$ cat src/rtl/bpra_pkg.sv
// shared types and constants for the beam position raster average unit
package bpra_pkg;

  localparam int MAX_WINDOW_DEF = 512;
  localparam int WIN_W = 10;
  // sum of up to 2**WIN_W - 1 samples of 32 bits, whatever the ram depth
  localparam int SUM_W = 32 + WIN_W;
  localparam int DIV_STEPS = SUM_W;

  localparam logic [2:0] REG_MODE   = 3'd0;
  localparam logic [2:0] REG_RATIO  = 3'd1;
  localparam logic [2:0] REG_WINDOW = 3'd2;
  localparam logic [2:0] REG_CX     = 3'd3;
  localparam logic [2:0] REG_CY     = 3'd4;
  localparam logic [2:0] REG_SX     = 3'd5;
  localparam logic [2:0] REG_SY     = 3'd6;

  localparam logic [1:0] MODE_UP   = 2'd1;
  localparam logic [1:0] MODE_DIFF = 2'd2;

  typedef enum logic [3:0] {
    ST_IDLE,
    ST_PROJ_X,
    ST_PROJ_Y,
    ST_READ,
    ST_SUM,
    ST_DIV_X,
    ST_DIV_Y,
    ST_OFF_X,
    ST_OFF_Y,
    ST_OUT
  } state_t;

  typedef struct packed {
    logic start;
    logic busy;
    logic done;
  } div_ctl_t;

  function automatic logic [31:0] sat32(input logic signed [SUM_W+8:0] v, output logic clip);
    clip = 1'b0;
    if (v > $signed({{(SUM_W-22){1'b0}}, 31'h7fffffff})) begin
      clip = 1'b1;
      sat32 = 32'h7fffffff;
    end else if (v < -$signed({{(SUM_W-22){1'b0}}, 31'h7fffffff}) - 1) begin
      clip = 1'b1;
      sat32 = 32'h80000000;
    end else begin
      sat32 = v[31:0];
    end
  endfunction

endpackage

$ cat src/rtl/bpra_div.sv
// serial restoring divider, signed dividend, positive divisor, truncating
module bpra_div import bpra_pkg::*; (
  input  logic                    clk,
  input  logic                    rst,
  input  logic                    start,
  input  logic signed [SUM_W-1:0] dividend,
  input  logic [WIN_W+2:0]        divisor,
  output div_ctl_t                ctl,
  output logic signed [SUM_W-1:0] quotient
);
  logic [SUM_W-1:0] q;
  logic [SUM_W:0]   rem;
  logic [5:0]       cnt;
  logic             neg;
  logic             busy;
  logic             done;
  logic [SUM_W:0]   trial;
  logic [WIN_W+2:0] dv;

  assign trial = {rem[SUM_W-1:0], q[SUM_W-1]} - {{(SUM_W-WIN_W-2){1'b0}}, dv};

  always_ff @(posedge clk) begin
    if (rst) begin
      busy <= 1'b0;
      done <= 1'b0;
    end else begin
      done <= 1'b0;
      if (start) begin
        busy <= 1'b1;
        cnt  <= 6'(DIV_STEPS);
        neg  <= dividend[SUM_W-1];
        q    <= dividend[SUM_W-1] ? SUM_W'(-dividend) : dividend;
        rem  <= '0;
        dv   <= divisor;
      end else if (busy) begin
        if (!trial[SUM_W]) begin
          rem <= trial;
          q   <= {q[SUM_W-2:0], 1'b1};
        end else begin
          rem <= {rem[SUM_W-1:0], q[SUM_W-1]};
          q   <= {q[SUM_W-2:0], 1'b0};
        end
        cnt <= cnt - 6'd1;
        if (cnt == 6'd1) begin
          busy <= 1'b0;
          done <= 1'b1;
        end
      end
    end
  end

  assign quotient = neg ? -$signed(q) : $signed(q);
  assign ctl = '{start: start, busy: busy, done: done};
endmodule

$ cat config.mk
export PLATFORM = sky130hd
export DESIGN_NAME = bpra_div
export DESIGN_NICKNAME = d
export VERILOG_FILES = /design/src/rtl/bpra_pkg.sv /design/src/rtl/bpra_div.sv
export SDC_FILE = /design/constraint.sdc
export NUM_CORES = 1
export LEC_CHECK = 0
export BUFFER_PORTS_ARGS = -buffer_cell sky130_fd_sc_hd__buf_2
export CAP_MARGIN = 20
export CORE_UTILIZATION = 60
export CTS_CLUSTER_SIZE = 28
export DETAILED_ROUTE_END_ITERATION = 8
export GPL_TIMING_DRIVEN = 1
export HOLD_SLACK_MARGIN = 0.02
export PLACE_DENSITY = 0.85
export SLEW_MARGIN = 25
export SYNTH_ARGS = -nofsm -noshare
export SYNTH_HDL_FRONTEND = slang
export SYNTH_SLANG_ARGS = --single-unit
$ cat constraint.sdc
create_clock -name clk -period 8.7 [get_ports clk]
set_input_delay 0.435 -clock clk [delete_from_list [all_inputs] [get_ports clk]]
set_output_delay 0.435 -clock clk [all_outputs]
set_load 0.005 [all_outputs]
=== Word level (Yosys, flattened, before mapping) ===
Index checks and enable logic that the tools add are counted.

* Register bits: 106
* Output and inout bits: 45

* $add $sub $neg: 4
* Equal/unequal tests: 1
* Multiplexer cells: 12
* Bitwise operators: 2
* Reductions and logical operators: 4

{| class="wikitable"
|+ Operator list
! operator !! count
|-
| 42-bit 2-to-1 mux || 6
|-
| 42-bit negation || 2
|-
| 43-bit by 13-bit subtractor with 43-bit output || 1
|-
| 6-bit by 1-bit == test with 1-bit output, second input constant || 1
|-
| 6-bit 2-to-1 mux || 1
|-
| 6-bit by 1-bit subtractor with 6-bit output, second input constant || 1
|-
| 1-bit 2-to-1 mux || 5
|-
| 2-bit AND reduction || 2
|-
| 3-bit OR reduction || 1
|-
| 1-bit inverter || 2
|-
| 2-bit nonzero test || 1
|}

=== Depth between registers and ports, before layout ===
Gate-level depths: netlist (run 1).

* Word-level depth: 4
* Depth in mapped cells: 13
* Mapped depth without buffers: 11

=== Worst setup path after synthesis (run 1) ===
OpenSTA, ideal clock, no wires.

* Kind: in2reg
* Start point: input port start
* End point: register cnt[0], enable pin
* Arrival time: 4.807 ns
* Required time: 8.161 ns
* Slack: 3.354 ns
* Cell stages on the path: 4
* Buffers on the path: 2
* Cell sequence: clkbuf_1 > clkbuf_1 > nor2_1 > nor2_1

* Longest elaborated chain between the ends: 2

{| class="wikitable"
|+ Ends and longest elaborated chain
! element !! RTL line !! text
|-
| from (decl) || bpra_div.sv:5 || <nowiki>input logic start,</nowiki>
|-
| 2-bit nonzero test (no source line) || n/a ||
|-
| 2-bit AND reduction (no source line) || n/a ||
|-
| to (signal assigned) || bpra_div.sv:30 || <nowiki>cnt <= 6'(DIV_STEPS);</nowiki>
|-
| to (signal assigned) || bpra_div.sv:43 || <nowiki>cnt <= cnt - 6'd1;</nowiki>
|-
| to (decl) || bpra_div.sv:13 || <nowiki>logic [5:0] cnt;</nowiki>
|}

Every way passes these cells.
A chain may end at the register's enable or synchronous reset.

=== Final worst setup path (run 1) ===
* Start point: register q[17]
* End point: output port quotient[41]

* Longest elaborated chain between the ends: 2

{| class="wikitable"
|+ Ends and longest elaborated chain
! element !! RTL line !! text
|-
| from (decl) || bpra_div.sv:11 || <nowiki>logic [SUM_W-1:0] q;</nowiki>
|-
| from (signal assigned) || bpra_div.sv:32 || <nowiki>q <= dividend[SUM_W-1] ? SUM_W'(-dividend) : dividend;</nowiki>
|-
| from (signal assigned) || bpra_div.sv:38 || <nowiki>q <= {q[SUM_W-2:0], 1'b1};</nowiki>
|-
| from (signal assigned) || bpra_div.sv:41 || <nowiki>q <= {q[SUM_W-2:0], 1'b0};</nowiki>
|-
| 42-bit negation || bpra_div.sv:52 || <nowiki>assign quotient = neg ? -$signed(q) : $signed(q);</nowiki>
|-
| 42-bit 2-to-1 mux || bpra_div.sv:52 ||
|-
| to (decl) || bpra_div.sv:9 || <nowiki>output logic signed [SUM_W-1:0] quotient</nowiki>
|}

Every way passes these cells.

==> results of run 1 <==
-- worst reg2reg max path, cell delays in order (launching register included) --
cell      delay, ns
edfxtp_1       0.45
ha_1           0.31
nor2b_1        0.14
o31ai_1        0.46
a211oi_1       0.21
o31ai_1        0.73
nand3_1        0.49
nor3_1         0.27
mux2_2         0.36
-- per-stage QoR --
stage                     instance area (µm²)  hold WS (ns)
final                                    8274        0.2486
after global routing                     8274        0.2419
after CTS                                8274        0.2414
after detailed placement                 8011        0.5208
after global placement                   7996        0.5238
after floorplan                          7406        0.4793
-- state kept, by name, summed over array words and instances (netlist names) --
| name | flops |
|---|---|
| q | 42 |
| rem | 42 |
| dv | 13 |
| cnt | 6 |
| busy | 1 |
| done | 1 |
| neg | 1 |
-- cells by family after synthesis --
family,count (synthesis),synth area share [%]
fa+ha+maj,18,3.142
buf+inv,64,3.565
flops,106,42.71
xor+xnor,93,11.00
simple gates,256,18.94
compound gates,188,17.06
mux,25,3.582
-- synthesized netlist by cell type, types with 5 or more instances --
library cell	n
o31ai_1	25
a21oi_1	62
edfxtp_1	104
nor2b_1	15
ha_1	17
buf_1	5
o31ai_2	5
nor2_1	81
mux2_2	12
mux2i_1	13
nor4_1	18
o21ai_0	39
a21o_1	7
or2_2	7
xor2_1	47
nor3_1	12
o41ai_1	14
nand4_1	9
nand2_1	34
or3_1	19
clkbuf_1	24
o31a_1	5
nand3_1	8
xnor2_1	46
inv_1	26
or4_1	25
buf_4	5
-- routing by layer --
metal	up-vias	wire length (µm)	track usage [%]
met1	3011	7583	35.69
li1	2986	-	-
met2	212	8595	45.56
met5	-	0	0
met3	34	851	4.178
met4	0	388	12.19
-- worst paths after layout --
check                                 from      endpoint  slack [ns]  cells after the start
worst max-delay path                 q[17]  quotient[41]        4.73                      8
worst min-delay path            divisor[1]         dv[1]        0.25                      1
worst max register to register      rem[0]       rem[29]        5.04                      8
worst min register to register        busy          done        0.54                      1
-- cell type report --
cell class              instances  area, µm²
fillers                       919       3737
flip-flops and latches        106       3163
well taps                     147      183.9
inverters                      26      97.59
clock buffers                  10      229.0
clock inverters                 6      33.78
repair buffers                108      561.8
multi-input cells             580       4005
-- cells in the final DEF, fill, tap and decap left out, types with 25 or more instances in the layout --
| cell type | count |
|---|---|
| o31ai_1 | 25 |
| nand2_1 | 34 |
| o21ai_0 | 39 |
| nor2_1 | 80 |
| edfxtp_1 | 104 |
| or4_1 | 25 |
| inv_1 | 26 |
| xor2_1 | 46 |
| buf_2 | 101 |
| xnor2_1 | 46 |
| a21oi_1 | 62 |
-- power by group --
group	switching [W]	internal (W)	leakage, nW
combinational	0.000161	0.000122	1.85
sequential	0.0000371	0.000608	1.01
clock	0.000188	0.000192	0.126
==> summary.md, run 1 <==
| Metric | Value |
|---|---|
| Crit-path cells | `or4_1, nor4_1, nand2b_1, or3_1, or3_4, o41ai_2, xnor2_1, buf_2` |
| RSZ-0062 raised after global routing | `false` |
| Avg Vias per Cell | `6.351` |
| Post-Synthesis Cells | `750` |
| Worst path max stage delay | `0.63 ns` |
| Worst Max-Slew Pin Slew | `1.035 ns` |
| Initial antenna violation count | `0` |
| Mapped Nets | `826` |
| Clk sink count | `106` |
| Share of layout cells above drive strength 1 | `19.98%` |
| Largest net degree at the start of global routing | `105` |
| NumNets Final | `907` |
| Vias | `6243` |
| Total power | `0.001308 W` |
| Slowest stage cell, crit path | `or4_1` |
| Post-CTS Setup Inserts | `0` |
| DP Cell Count | `967` |
| Post-synth cell types | `63` |
| GPL Wtd Cong | `0.9078` |
| Crit end category | `output pin` |
| Later-pin clock latency in the skew report | `0.36 ns` |
| EDFF count, synth | `104` |
| Fin. max-slew vios | `0` |
| Tcrit/Tclk final | `45.58%` |
| Status | `complete, no violations` |
| Pre-CTS WS | `5.134 ns` |
| Die H | `113.1 µm` |
| Syn_area_per_cell | `9.874 µm²` |
| Final hold violation count | `0` |
| Worst Hold Class | `in2reg` |
| Row count | `40` |
| Fin crit period | `3.966 ns` |
| Core ar. | `0.01201 mm²` |
| Antenna viol nets, final | `0` |
| Tot GR Track Use | `27.42%` |
| Leakage power | `2.983 nW` |
| Area contributors post-synth | `edfxtp_1 (42%), xor2_1 (5.6%), xnor2_1 (5.4%)` |
| Max H-tree Level | `3` |
| Synth async-reset ratio | `0%` |
| Synthesized area | `0.007406 mm²` |
| Worst-path fanout max | `5` |
| CTS Buffer Depth | `2` |
| Max cap viols | `0` |
| Final worst slack | `4.734 ns` |
| Initial DRC Count | `399` |
| Post-cts hold buffer count | `0` |
| Hpwl dp | `12.10 mm` |
| Crit-path leading delay family | `simple AND/OR/NAND/NOR gates` |
| Fin Setup TNS | `0 ns` |
| Worst Path Arrival | `3.53 ns` |
| PwrDens | `158.1 mW/mm²` |
| CTS buffer count | `9` |
| Dominant synthesized flop cell | `edfxtp_1` |
| Top Ports | `103` |
| Area Overhead vs Synth | `11.73%` |
| Final setup violation count | `0` |
| Initial Util | `61.66%` |
| Final core occ | `68.89%` |
| Clock Pin Slew Worst Setup and Hold Paths | `0.07 ns` |
| Routed WL | `17.42 mm` |
| Post-CTS resize count | `0` |
| Clock skew | `0.008500 ns` |
| Routed len/inst | `17.72 µm` |
| Buf/Inv on CP | `1` |
| Synthesis Warnings | `0` |
| Total iterations of the first detailed-routing run | `7` |
| Die X | `113.1 µm` |
| Peak VDD IR | `0.1006 mV` |
| # port buffers | `102` |
| Drt drc | `0` |
| Number of synthesized register bits | `106` |
| First-pass GRT wire length | `27.84 mm` |
| CTS tree | `done` |
| Fmax | `252.2 MHz` |
| Clock root buffer | `clkbuf_16` |
| Worst slew margin | `31.00%` |
| Setup CP Type | `reg2out` |
| Required @ worst endpoint | `8.27 ns` |
| Crit start category | `flip-flop` |
| Post-synth top area share | `42.17%` |
| Full die area | `0.01279 mm²` |
| Overflow after GRT | `0` |
| Vias in the first global route | `5878` |
| Sequential fraction of the synthesis area | `42.71%` |
| Leading area contributor after synthesis | `edfxtp_1` |
| Filler-free cell count of the finished design | `983` |
| # diodes | `0` |
Note: power is estimated with default switching activity, not from simulation.
==> run 2, diff against run 1 <==
--- a/config.mk
+++ b/config.mk
@@ -7,12 +7,12 @@
 export LEC_CHECK = 0
 export BUFFER_PORTS_ARGS = -buffer_cell sky130_fd_sc_hd__buf_2
 export CAP_MARGIN = 20
-export CORE_UTILIZATION = 60
+export CORE_UTILIZATION = 53
 export CTS_CLUSTER_SIZE = 28
 export DETAILED_ROUTE_END_ITERATION = 8
 export GPL_TIMING_DRIVEN = 1
 export HOLD_SLACK_MARGIN = 0.02
-export PLACE_DENSITY = 0.85
+export PLACE_DENSITY = 0.79
 export SLEW_MARGIN = 25
 export SYNTH_ARGS = -nofsm -noshare
 export SYNTH_HDL_FRONTEND = slang
==> constraint.sdc (replaced) <==
create_clock -name clk -period 3.3 [get_ports clk]
set_input_delay 0.165 -clock clk [delete_from_list [all_inputs] [get_ports clk]]
set_output_delay 0.165 -clock clk [all_outputs]
set_load 0.005 [all_outputs]
==> summary.md, run 2 (synthesized netlist as in run 1, its figures left out) <==
| Metric | Value |
|---|---|
| Status | `complete, but fails checks` |
| Failing checks | `setup timing` |
| GPL Wtd Cong | `0.8494 (-6.4%)` |
| CTS tree | `done` |
| Max cap viols | `0 (unchanged)` |
| Required @ worst endpoint | `3.13 ns (-5.14 ns)` |
| Initial DRC Count | `475 (+19%)` |
| Die H | `120.2 µm (+6.3%)` |
| NumNets Final | `955 (+5.3%)` |
| Avg Vias per Cell | `5.987 (-5.7%)` |
| Initial antenna violation count | `0 (unchanged)` |
| Crit path top cell by count | `or3_4` |
| Worst Setup SP | `q[11]` |
| Fmax | `301.2 MHz` |
| Clock Pin Slew Worst Setup and Hold Paths | `0.08 ns (about the same)` |
| Final setup violation count | `4 (+4)` |
| Die X | `120.2 µm (+6.3%)` |
| Clock root buffer | `clkbuf_16` |
| Worst-path fanout max | `5 (unchanged)` |
| Hpwl dp | `11.80 mm (-2.5%)` |
| Worst path max stage delay | `0.57 ns (-0.06 ns)` |
| Commonest non-fill, non-tap cell in the layout | `edfxtp_1` |
| Final hold violation count | `0 (unchanged)` |
| Max H-tree Level | `3 (unchanged)` |
| Full die area | `0.01445 mm² (+13%)` |
| Peak VDD IR | `0.4568 mV (+350%)` |
| Area Overhead vs Synth | `19.70%` |
| Worst Path Arrival | `3.15 ns (-0.38 ns)` |
| Fin Setup TNS | `-0.04861 ns (-0.04861 ns)` |
| Reg-to-reg startpoint | `q[41]` |
| Clk sink count | `106 (unchanged)` |
| Later-pin clock latency in the skew report | `0.36 ns (about the same)` |
| Crit-path cells | `or4_4, nor3_4, nand3_4, or3_4, or3_4, o41ai_4, xnor2_1, buf_2` |
| Crit end category | `output pin` |
| # port buffers | `102 (unchanged)` |
| Fillers | `1114 (+21%)` |
| Core ar. | `0.01345 mm² (+12%)` |
| RSZ-0062 raised after global routing | `true` |
| Worst Hold Class | `in2reg` |
| Critical hold path startpoint | `rst` |
| # diodes | `0 (unchanged)` |
| Cell area after placement | `0.008205 mm² (+2.4%)` |
| Crit-path leading delay family | `simple AND/OR/NAND/NOR gates` |
| First-pass GRT wire length | `28.28 mm (+1.6%)` |
| Top Ports | `103 (unchanged)` |
| Tcrit/Tclk final | `100.6%` |
| CTS buffer count | `9 (unchanged)` |
| Antenna viol nets, final | `0 (unchanged)` |
| Final worst slack | `-0.01999 ns (-4.754 ns)` |
| Vias | `6346 (+1.6%)` |
| Slowest stage cell, crit path | `or4_4` |
| Biggest regs | `q: 42 flops, rem: 42 flops, dv: 13 flops` |
| Total iterations of the first detailed-routing run | `5 (-2)` |
| Leakage power | `3.245 nW (+8.8%)` |
| Final core occ | `65.89% (-3.0 points)` |
| Initial Util | `55.05% (-6.6 points)` |
| Fin crit period | `3.320 ns` |
| Routed WL | `17.39 mm (-0.18%)` |
| Worst Max-Slew Pin Slew | `0.7659 ns (-0.2690 ns)` |
| Overflow after GRT | `0 (unchanged)` |
| Drt drc | `0 (unchanged)` |
| Post-route cell area | `0.008865 mm² (+7.1%)` |
| Clock skew | `0.009542 ns (+0.001042 ns)` |
| Row count | `42 (+5.0%)` |
| Most frequent cells in the layout | `edfxtp_1 (104), buf_2 (101), nor2_1 (80)` |
| Pre-CTS WS | `0.05770 ns (-5.076 ns)` |
| Vias in the first global route | `5840 (-0.65%)` |
| Setup CP Type | `reg2out` |
| Buf/Inv on CP | `1 (unchanged)` |
| Worst slew margin | `48.94% (+18 points)` |
| Share of layout cells above drive strength 1 | `23.87% (+3.9 points)` |
| PwrDens | `398.3 mW/mm² (+150%)` |
| Largest net degree at the start of global routing | `134 (+28%)` |
| Tot GR Track Use | `24.67% (-2.7 points)` |
| Crit start category | `flip-flop` |
| Fin. max-slew vios | `0 (unchanged)` |
| Routed len/inst | `16.40 µm (-7.4%)` |
| CTS Buffer Depth | `2 (unchanged)` |
==> run 2: worst paths after layout <==
| kind | cells after the start | slack (ns) | end |
|---|---|---|---|
| worst min register to register | 1 | 0.51 | done |
| worst min-delay path | 2 | 0.11 | busy |
| worst max-delay path | 8 | -0.02 | quotient[35] |
| worst max register to register | 12 | 0.20 | rem[32] |
==> run 2: stage by stage <==
stage | hold slack [ns] | std cells | power, W
finish | 0.1083 | 1060 | 0.003531
global route | 0.1082 | 1060 | 0.003704
CTS | 0.09263 | 1052 | 0.003533
detailed placement | 0.3431 | 1014 | 0.002483
global placement | 0.3422 | 1014 | 0.002467
floorplan | 0.2430 | 750 | 0.002206
==> run 2: cell type report <==
| type | count | area [µm²] | share of cell area, % |
|---|---|---|---|
| multi-input combinational | 580 | 4114 | 46.41 |
| sequential | 106 | 3163 | 35.68 |
| clock inverter | 7 | 52.55 | 0.5928 |
| timing repair buffer | 156 | 992.2 | 11.19 |
| clock buffer | 9 | 225.2 | 2.541 |
| inverter | 26 | 97.59 | 1.101 |
| tap | 176 | 220.2 | 2.484 |
==> run 2: worst register-to-register path: stages, from the launching register on <==
cell	delay, ns
edfxtp_1	0.40
inv_1	0.07
ha_1	0.16
inv_1	0.05
fa_1	0.42
a211oi_2	0.22
o21ai_0	0.14
a21o_1	0.25
a21oi_4	0.22
mux2i_1	0.11
buf_4	0.20
nor4_1	0.25
mux2_2	0.37
==> run 2: timing repair <==
item / in CTS / in global routing
buffers inserted: 9 / 8
resized for setup: 9 / 10
hold endpoints to repair: 13 / 0
pin swaps: 7 / 6
setup endpoints to repair: 10 / 36
hold buffers: 13 / 0
==> run 2: routing by layer <==
layer | global-route usage (%) | up-vias | wire length, µm
met2 | 40.23 | 198 | 8404
met5 | 0 | - | 0
met1 | 33.20 | 3047 | 7740
li1 | - | 3078 | -
met3 | 4.953 | 23 | 945
met4 | 7.562 | 0 | 296
==> run 2: report_power, final <==
group | switching [W] | internal [W] | total (W)
clock network | 0.000515 | 0.000517 | 0.00103
registers | 0.0000959 | 0.00160 | 0.00170
logic | 0.000432 | 0.000369 | 0.000801
